<file path="src/hw/rtl/ps2m_pkg.sv">
// Package for the PS/2 mouse packet decoder: event codes, button codes,
// the packet record handed from the byte collector to the result emitter.
// No dependencies.
`default_nettype none

package ps2m_pkg;

    // Result kinds carried on the master tuser
    typedef enum logic [1:0] {
        EV_MOVE    = 2'd0,
        EV_PRESS   = 2'd1,
        EV_RELEASE = 2'd2
    } t_event_kind;

    // Button numbers, bit positions of the header's low three bits
    localparam logic [1:0] BTN_LEFT   = 2'd0;
    localparam logic [1:0] BTN_RIGHT  = 2'd1;
    localparam logic [1:0] BTN_MIDDLE = 2'd2;

    // Field widths
    localparam int BYTE_W   = 8;
    localparam int MOVE_X_W = 9;
    localparam int MOVE_Y_W = 10;
    localparam int BTN_N    = 3;

    // Header bit that marks a valid first byte, and the sign bits
    localparam int HDR_SYNC_BIT = 3;
    localparam int HDR_XSIGN    = 4;
    localparam int HDR_YSIGN    = 5;

    // Completed packet, ready to be turned into results
    typedef struct packed {
        logic                       emit;   // a packet completed on this beat
        logic signed [MOVE_X_W-1:0] mx;
        logic signed [MOVE_Y_W-1:0] my;
        logic [BTN_N-1:0]           now;    // new button state
        logic [BTN_N-1:0]           diff;   // buttons that changed
    } t_pkt;

    // X: the byte with the header sign bit above it is already two's complement
    function automatic logic signed [MOVE_X_W-1:0] f_move_x(
        input logic [BYTE_W-1:0] hdr,
        input logic [BYTE_W-1:0] xb
    );
        f_move_x = $signed({hdr[HDR_XSIGN], xb});
    endfunction

    // Y: sign extend to ten bits, then negate for screen direction
    function automatic logic signed [MOVE_Y_W-1:0] f_move_y(
        input logic [BYTE_W-1:0] hdr,
        input logic [BYTE_W-1:0] yb
    );
        logic [MOVE_Y_W-1:0] v;
        v = {hdr[HDR_YSIGN], hdr[HDR_YSIGN], yb};
        f_move_y = $signed(MOVE_Y_W'(~v + 1'b1));
    endfunction

endpackage

`default_nettype wire

</file>
<file path="src/hw/rtl/ps2m_collect.sv">
// Byte collector for the PS/2 mouse decoder: gathers header, X, Y and the
// optional wheel byte, keeps the button state. Uses ps2m_pkg.
`default_nettype none

module ps2m_collect
    import ps2m_pkg::*;
(
    input  wire logic              i_clk,
    input  wire logic              i_rst_n,
    input  wire logic              i_accept,     // a byte is taken this cycle
    input  wire logic [BYTE_W-1:0] i_byte,
    input  wire logic              i_four_byte,
    output t_pkt                   o_pkt         // valid in the accepting cycle
);

    logic [1:0]        r_held,  n_held;
    logic [BYTE_W-1:0] r_hdr,   n_hdr;
    logic [BYTE_W-1:0] r_x,     n_x;
    logic [BYTE_W-1:0] r_y,     n_y;
    logic [BTN_N-1:0]  r_btn,   n_btn;

    logic [BYTE_W-1:0] ybyte;
    logic              done;

    // Next state and packet decode
    always_comb begin
        n_held = r_held;
        n_hdr  = r_hdr;
        n_x    = r_x;
        n_y    = r_y;
        n_btn  = r_btn;
        done   = 1'b0;
        ybyte  = r_y;
        unique case (r_held)
            2'd0: begin
                if (i_byte[HDR_SYNC_BIT]) begin
                    n_hdr  = i_byte;
                    n_held = 2'd1;
                end
            end
            2'd1: begin
                n_x    = i_byte;
                n_held = 2'd2;
            end
            2'd2: begin
                n_y   = i_byte;
                ybyte = i_byte;
                if (i_four_byte) begin
                    n_held = 2'd3;
                end else begin
                    done   = 1'b1;
                    n_held = 2'd0;
                end
            end
            default: begin
                // wheel byte is dropped; with the mode cleared it may open a packet
                done   = 1'b1;
                n_held = 2'd0;
                if (!i_four_byte && i_byte[HDR_SYNC_BIT]) begin
                    n_hdr  = i_byte;
                    n_held = 2'd1;
                end
            end
        endcase
        if (done) begin
            n_btn = r_hdr[BTN_N-1:0];
        end

        o_pkt.emit = i_accept & done;
        o_pkt.mx   = f_move_x(r_hdr, r_x);
        o_pkt.my   = f_move_y(r_hdr, ybyte);
        o_pkt.now  = r_hdr[BTN_N-1:0];
        o_pkt.diff = r_hdr[BTN_N-1:0] ^ r_btn;
    end

    // State registers
    always_ff @(posedge i_clk) begin
        if (!i_rst_n) begin
            r_held <= '0;
            r_hdr  <= '0;
            r_x    <= '0;
            r_y    <= '0;
            r_btn  <= '0;
        end else if (i_accept) begin
            r_held <= n_held;
            r_hdr  <= n_hdr;
            r_x    <= n_x;
            r_y    <= n_y;
            r_btn  <= n_btn;
        end
    end

endmodule

`default_nettype wire

</file>
<file path="src/hw/rtl/ps2_mouse_packet_decoder.sv">
// Top level of the PS/2 mouse packet decoder: stream ports, mode register
// and result emitter. Uses ps2m_pkg and ps2m_collect.
`default_nettype none

// Takes one mouse byte per slave beat and emits, for each complete packet,
// one movement result followed by a press or release result for each of
// left, right and middle that changed, the final one flagged by tlast.
// Bytes that complete no packet are taken one per cycle while no results
// are pending. A byte that completes a packet loads the pending-packet
// register, and its results leave it one per cycle while the master is
// ready, one to four beats; the next byte is taken in the cycle its last
// result goes out. The four-byte mode register is written through the cfg
// channel, which is always ready, and should only change while idle.
module ps2_mouse_packet_decoder
    import ps2m_pkg::*;
(
    input  wire logic        i_clk,
    input  wire logic        i_rst_n,
    // mode register write
    input  wire logic        i_cfg_valid,
    output logic             o_cfg_ready,
    input  wire logic        i_cfg_data,     // four_byte_packets
    // byte input
    input  wire logic        i_s_tvalid,
    output logic             o_s_tready,
    input  wire logic [7:0]  i_s_tdata,      // [7:0] data_byte
    // result output
    output logic             o_m_tvalid,
    input  wire logic        i_m_tready,
    output logic [23:0]      o_m_tdata,      // [8:0] move_x, [18:9] move_y,
                                             // [20:19] button, [23:21] zero
    output logic [1:0]       o_m_tuser,      // [1:0] event_kind
    output logic             o_m_tlast       // last result of this byte
);

    logic       r_four_byte;
    logic       s_acc;
    logic       m_acc;
    t_pkt       pkt;

    // pending packet
    logic                       r_busy;
    logic                       r_mov;      // movement beat still to go
    logic [BTN_N-1:0]           r_diff;     // button beats still to go
    logic [BTN_N-1:0]           r_now;
    logic signed [MOVE_X_W-1:0] r_mx;
    logic signed [MOVE_Y_W-1:0] r_my;

    logic [1:0]       cur_btn;
    logic [BTN_N-1:0] cur_mask;
    logic             cur_last;
    t_event_kind      cur_kind;

    assign o_cfg_ready = 1'b1;

    // Mode register
    always_ff @(posedge i_clk) begin
        if (!i_rst_n) begin
            r_four_byte <= 1'b0;
        end else if (i_cfg_valid) begin
            r_four_byte <= i_cfg_data;
        end
    end

    ps2m_collect u_collect (
        .i_clk       (i_clk),
        .i_rst_n     (i_rst_n),
        .i_accept    (s_acc),
        .i_byte      (i_s_tdata),
        .i_four_byte (r_four_byte),
        .o_pkt       (pkt)
    );

    // Pick the current beat: movement first, then lowest changed button
    always_comb begin
        cur_btn  = BTN_LEFT;
        cur_mask = 3'b001;
        if (!r_diff[BTN_LEFT]) begin
            if (r_diff[BTN_RIGHT]) begin
                cur_btn  = BTN_RIGHT;
                cur_mask = 3'b010;
            end else begin
                cur_btn  = BTN_MIDDLE;
                cur_mask = 3'b100;
            end
        end
        if (r_mov) begin
            cur_kind = EV_MOVE;
            cur_last = (r_diff == '0);
        end else begin
            cur_kind = ((r_now & cur_mask) != '0) ? EV_PRESS : EV_RELEASE;
            cur_last = ((r_diff & ~cur_mask) == '0);
        end
    end

    assign o_m_tvalid = r_busy;
    assign m_acc      = r_busy & i_m_tready;
    assign o_s_tready = !r_busy || (i_m_tready && cur_last);
    assign s_acc      = i_s_tvalid & o_s_tready;

    assign o_m_tuser  = cur_kind;
    assign o_m_tlast  = cur_last;
    assign o_m_tdata  = r_mov ? {5'd0, r_my, r_mx}
                              : {3'd0, cur_btn, {MOVE_Y_W{1'b0}}, {MOVE_X_W{1'b0}}};

    // Pending packet: load on a completing byte, retire one beat per handshake.
    // A completing byte is only taken while idle or alongside the last beat, so loading wins.
    always_ff @(posedge i_clk) begin
        if (!i_rst_n) begin
            r_busy <= 1'b0;
            r_mov  <= 1'b0;
            r_diff <= '0;
        end else if (pkt.emit) begin
            r_busy <= 1'b1;
            r_mov  <= 1'b1;
            r_diff <= pkt.diff;
        end else if (m_acc) begin
            if (r_mov) begin
                r_mov <= 1'b0;
            end else begin
                r_diff <= r_diff & ~cur_mask;
            end
            if (cur_last) begin
                r_busy <= 1'b0;
            end
        end
    end

    always_ff @(posedge i_clk) begin
        if (pkt.emit) begin
            r_mx  <= pkt.mx;
            r_my  <= pkt.my;
            r_now <= pkt.now;
        end
    end

endmodule

`default_nettype wire
</file>
<file path="config.mk">
export PLATFORM = sky130hd
export DESIGN_NAME = ps2_mouse_packet_decoder
export DESIGN_NICKNAME = d
export VERILOG_FILES = /design/src/hw/rtl/ps2m_pkg.sv /design/src/hw/rtl/ps2m_collect.sv /design/src/hw/rtl/ps2_mouse_packet_decoder.sv
export SDC_FILE = /design/constraint.sdc
export NUM_CORES = 1
export LEC_CHECK = 0
export BUFFER_PORTS_ARGS = -buffer_cell sky130_fd_sc_hd__buf_2
export CAP_MARGIN = 20
export CORE_MARGIN = 2
export CORE_UTILIZATION = 32
export DETAILED_ROUTE_END_ITERATION = 6
export HOLD_SLACK_MARGIN = 0.06
export PLACE_DENSITY_LB_ADDON = 0.08
export RECOVER_POWER = 25
export SYNTH_ARGS = -nofsm -noshare
export SYNTH_HDL_FRONTEND = slang
export SYNTH_SLANG_ARGS = --single-unit
</file>
<file path="constraint.sdc">
create_clock -name i_clk -period 2.96 [get_ports i_clk]
set_clock_uncertainty 0.1 [all_clocks]
set_input_delay 0.592 -clock i_clk [delete_from_list [all_inputs] [get_ports i_clk]]
set_output_delay 0.592 -clock i_clk [all_outputs]
set_load 0.1 [all_outputs]
</file>
-- Word level (Yosys, flattened, before mapping)
Index checks and enable logic that the tools add are counted.
- add/sub/neg operators: 1
- multiply operators: 0
- divide/modulo/power cells: 0
- order comparisons: 0
- eq/ne operators: 4
- shift operators: 0
- multiplexer cells: 26
- bitwise logic cells: 9
- reductions and logical operators: 20
- operator list (cell ; number):
    2-to-1 mux 21 bit ; 1
    2-to-1 mux 3 bit ; 5
    2-to-1 mux 2 bit ; 6
    2-to-1 mux 6 bit ; 2
    case mux 6 bit (2 select lines) ; 1
    adder 10 x 1 -> 10 bit, second input constant ; 1
    NOT 10 bit ; 1
    AND reduction 2 bit ; 5
    2-to-1 mux 1 bit ; 8
    2-to-1 mux 8 bit ; 1
    AND 3 bit ; 2
    logical NOT 3 bit ; 2
    case mux 2 bit (3 select lines) ; 1
    nonzero test 2 bit ; 3
    != test 2 bit, second input constant ; 2
    AND reduction 4 bit ; 1
    OR reduction 2 bit ; 2
    AND 1 bit ; 3
    NOT 3 bit ; 1
    nonzero test 3 bit ; 1
    bitwise XOR 3 bit ; 1
    equality test 2 x 1 -> 1 bit, second input constant ; 1
    equality test 2 bit, second input constant ; 1
    logical AND 1 bit ; 2
    5 further kinds ; 6
- register bits after elaboration: 55
- bits in latches: 0
- bits in writable memories: 0
- ROM bits: 0
- bits of input ports: 14
- memories: 0

-- Longest topological paths before layout
- depth in word-level cells: 12
- mapped depth: 8

-- Cells and area by module
From an unflattened synthesis, not the netlist that was laid out.
- cell total of the unflattened synthesis: 255
- area, all modules: 2596.2 µm²
- by module, submodules not included (module ; times used ; cells an instance ; area each (µm²)):
    ps2m_collect ; 1 ; 164 ; 1411.4
    ps2_mouse_packet_decoder ; 1 ; 91 ; 1184.9

-- Least setup slack after synthesis
No wires, ideal clock.
- path kind: register to output
- start: register r_mov
- end: output port o_m_tdata[19]
- arrival time: 2758 ps
- path slack: -490 ps
- stages on the path, launching flop included: 3
- buffers on the path: 1
- path through: dfxtp_1 clkbuf_1 nor3b_1
- cells in the longest elaborated chain, start to end: 1
- ends and longest elaborated chain (what ; line ; source):
    from (decl) ; ps2_mouse_packet_decoder.sv:43 ; logic r_mov;
    from (signal assigned) ; ps2_mouse_packet_decoder.sv:111 ; r_mov <= 1'b0;
    from (signal assigned) ; ps2_mouse_packet_decoder.sv:115 ; r_mov <= 1'b1;
    from (signal assigned) ; ps2_mouse_packet_decoder.sv:119 ; r_mov <= 1'b0;
    2-to-1 mux 21 bit ; ps2_mouse_packet_decoder.sv:103 ; assign o_m_tdata = r_mov ? {5'd0, r_my, r_mx}
    to (decl) ; ps2_mouse_packet_decoder.sv:30 ; output logic [23:0] o_m_tdata,
Every way passes these cells.

-- Worst setup path after layout
- start: register r_diff[0]
- end: output port o_s_tready
- cells in the longest elaborated chain, start to end: 7
- elaborated cells between the ends (all ways): 8
- those cells by class: 2 x mux; 2 x bitwise; 4 x reduce/logical
- ends and longest elaborated chain (what ; line ; source):
    from (decl) ; ps2_mouse_packet_decoder.sv:44 ; logic [BTN_N-1:0] r_diff;
    from (signal assigned) ; ps2_mouse_packet_decoder.sv:116 ; r_diff <= pkt.diff;
    from (signal assigned) ; ps2_mouse_packet_decoder.sv:121 ; r_diff <= r_diff & ~cur_mask;
    2-to-1 mux 3 bit ; ps2_mouse_packet_decoder.sv:78 ; if (!r_diff[BTN_LEFT]) begin
    NOT 3 bit ; ps2_mouse_packet_decoder.sv:92 ; cur_last = ((r_diff & ~cur_mask) == '0);
    AND 3 bit ; ps2_mouse_packet_decoder.sv:92 ;
    logical NOT 3 bit ; ps2_mouse_packet_decoder.sv:92 ;
    2-to-1 mux 1 bit (*) ; ps2_mouse_packet_decoder.sv:87 ; if (r_mov) begin
    logical AND 1 bit (*) ; ps2_mouse_packet_decoder.sv:98 ; assign o_s_tready = !r_busy || (i_m_tready && cur_last);
    logical OR 1 bit (*) ; ps2_mouse_packet_decoder.sv:98 ;
    to (decl) ; ps2_mouse_packet_decoder.sv:25 ; output logic o_s_tready,
Every way passes the cells marked *; elsewhere a longest branch is shown, timed or not.

==> results.json <==
{
  "synthTopCellsByCount": "nand2_1, mux2i_1, dfxtp_1",
  "critical-path-max-stage-delay_ps": 530,
  "power-per-cell-area_nw_per_um2": 615,
  "tightest_slew_ps": 1660,
  "postLayoutCellArea_um2": 2940,
  "rsz0062_at_grt": "false",
  "cts_hold_buffers": 0,
  "final_core_util_pct": 38.1,
  "ys.flop_type": "dfxtp_1",
  "rows": 32,
  "p_total_w": 0.00181,
  "nets": 299,
  "grtUsageMet3_pct": 2.66,
  "num_antenna_cells": 0,
  "critPathKind": "reg2out",
  "antenna_found_initial": 0,
  "grt_pass1_vias": 1674,
  "worst_ep_required_time_ps": 2270,
  "core_um2": 7730,
  "grtUsageMet1_pct": 17.6,
  "vdd_drop_max_v": 0.000213,
  "drv_slew": 39,
  "worstSkewPairLatency_ps": 310,
  "cp_cell_sequence": "a211oi_1, or2_2, a21o_1, buf_2",
  "grt-busiest-layer": "met2",
  "final_cells": 383,
  "leakagePower_nw": 1.31,
  "wl_per_cell_um": 13.6,
  "cp-start-kind": "flop",
  "cap_viol_max_count": 1,
  "vias": 1735,
  "cts_resized": 0,
  "crit_path_top_delay_cell": "dfxtp_1",
  "syn_area_per_cell_um2": 10.5,
  "ioPinCount": 44,
  "min_period_ps": 2500,
  "drive_gt1_share_pct": 19.9,
  "track_usage_pct": 12.8,
  "hold_viol_final": 0,
  "final.period_utilization_pct": 84.4,
  "p_clk_share_pct": 27.5,
  "syn_area_um2": 2560,
  "drtIter0Drc": 66,
  "placed_cell_area_um2": 2840,
  "path_max_fanout": 9,
  "p_seq_share_pct": 47.5,
  "yosysWarnings": 0,
  "grt_pass1_wl_um": 8580,
  "dp_hpwl_um": 3660,
  "setup_tns_ps": 0,
  "clock_sinks": 54,
  "yosys.area.top_type_share_pct": 25.8,
  "async_flop_share_pct": 0,
  "ctsHtreeMaxLevel": 2,
  "cts_made_buffers": 5,
  "cts_tree": "built",
  "setup_viol": 0,
  "finalWirelength_um": 5210,
  "synth_edf_count": 22,
  "synth.most_common_cell": "nand2_1",
  "postCtsSetupBuffers": 0,
  "place_congestion": 0.736,
  "switching_share_pct": 33.7,
  "ys_types": 36,
  "die_h_um": 93.4,
  "grt_max_degree": 39,
  "synth-seq-cells": 54,
  "max_slew_margin_pct": -10.8,
  "remaining_drc_errors": 0,
  "viasPerCell": 4.53,
  "ys_seq_area_share_pct": 50.8,
  "yosys.area.top_type": "edfxtp_1",
  "synth_area_leaders": "edfxtp_1, dfxtp_1, mux2i_1",
  "outcome": "finished with violations",
  "ant_nets": 0,
  "io_buffers": 39,
  "die_area_um2": 8730,
  "syn_inst": 244,
  "p_int_w": 0.00120,
  "placedCellCount": 375,
  "worstSetupEndpointType": "output port",
  "die_x_um": 93.4,
  "p_sw_w": 0.000610,
  "hold_path.class": "reg2reg",
  "start_util_pct": 33.1,
  "syn_to_final_growth_pct": 15.0,
  "p_comb_share_pct": 25.1,
  "arrival_ps": 1810,
  "cts-root-buf": "clkbuf_8",
  "max_freq_ghz": 0.400,
  "grt_overflow": 0,
  "path_clk_slew_ps": 100,
  "max-clock-path-buffers": 2,
  "violations": "capacitance limit, slew limit",
  "use_met2_pct": 20.2,
  "first_pass_iters": 4
}
-- worst paths after layout --
check          endpoint  cells past startpoint  slack, ps                 from
max          o_s_tready                      4        460            r_diff[0]
min             r_mx[2]                      0        340     u_collect.r_x[2]
max reg2reg     r_my[8]                      7        570  u_collect.r_held[0]
min reg2reg     r_mx[2]                      0        340     u_collect.r_x[2]
-- power by group through the flow --
stage	clock network (W)	logic [W]	registers, W
after floorplan	0	0.000373	0.000880
after global placement	0	0.000460	0.000878
after detailed placement	0	0.000460	0.000878
after global routing	0.000545	0.000490	0.000866
after CTS	0.000517	0.000461	0.000861
final	0.000497	0.000454	0.000860
-- metrics by stage --
| stage | setup slack, ps | hold slack [ps] |
|---|---|---|
| after floorplan | 116 | 308 |
| after global routing | 283 | 349 |
| after global placement | 629 | 317 |
| after CTS | 415 | 338 |
| final | 461 | 337 |
| after detailed placement | 566 | 315 |
-- logic make-up after synthesis --
family | count (synthesis) | synth area share [%]
simple gates | 92 | 17.3
flops | 54 | 50.8
mux | 36 | 14.1
compound gates | 23 | 7.28
buf+inv | 22 | 4.40
xor+xnor | 10 | 3.42
fa+ha+maj | 5 | 2.44
other cells | 2 | 0.293
-- critical path: cells and delay by family (launching register included) --
family	cells	cell delay, ps
flops	1	530
compound gates	2	350
simple gates	1	330
buf+inv	1	290
-- area by class of cell --
cell class                      count  area [um^2]
Clock buffer                        6         72.6
Clock inverter                      2         37.5
Tap cell                          102          128
Fill cell                         794         4780
Multi-Input combinational cell    170         1160
Inverter                            6         22.5
Sequential cell                    54         1300
Timing Repair Buffer               43          219
-- layer usage --
| metal | up-vias | wire (um) |
|---|---|---|
| met2 | 39 | 2350 |
| met4 | 0 | 63 |
| met1 | 796 | 2580 |
| met3 | 6 | 224 |
| li1 | 894 | - |
| met5 | - | 0 |
-- cell usage in the layout (no fill, tap or decap) --
cell,synthesis,routed
o21ai_2,1,1
xor2_1,7,7
edfxtp_1,22,22
dfxtp_1,32,32
or2_2,2,2
o22ai_1,1,1
a21o_1,1,1
clkbuf_1,7,4
nand2_2,2,2
o211a_1,4,4
nand2b_1,1,1
nor3b_1,4,3
o21ai_0,2,2
ha_1,5,5
a211oi_1,2,2
inv_1,6,6
o311a_4,1,1
a21oi_1,5,5
buf_2,3,37
and4b_1,1,1
and2_1,19,19
nor3_1,7,6
bufinv_16,0,1
nor2b_1,2,2
mux2i_1,36,36
clkinvlp_4,0,1
nand3_1,1,1
nor3_2,0,1
a21boi_0,2,2
xnor2_1,3,3
clkbuf_8,0,5
nor3b_2,0,1
o211ai_2,1,1
conb_1,2,4
nand2_1,45,45
o311ai_0,1,1
nor2_1,8,8
o221ai_1,1,1
o211ai_1,1,1
buf_4,5,3
-- flip-flops by register name, indices dropped and copies added (netlist names) --
register,count
u_collect.r_x,8
r_mov,1
u_collect.r_held,2
u_collect.r_y,8
r_mx,9
u_collect.r_btn,3
r_now,3
u_collect.r_hdr,5
r_diff,3
o_m_tvalid,1
r_four_byte,1
r_my,10
Power figures use the tool's default switching activity.
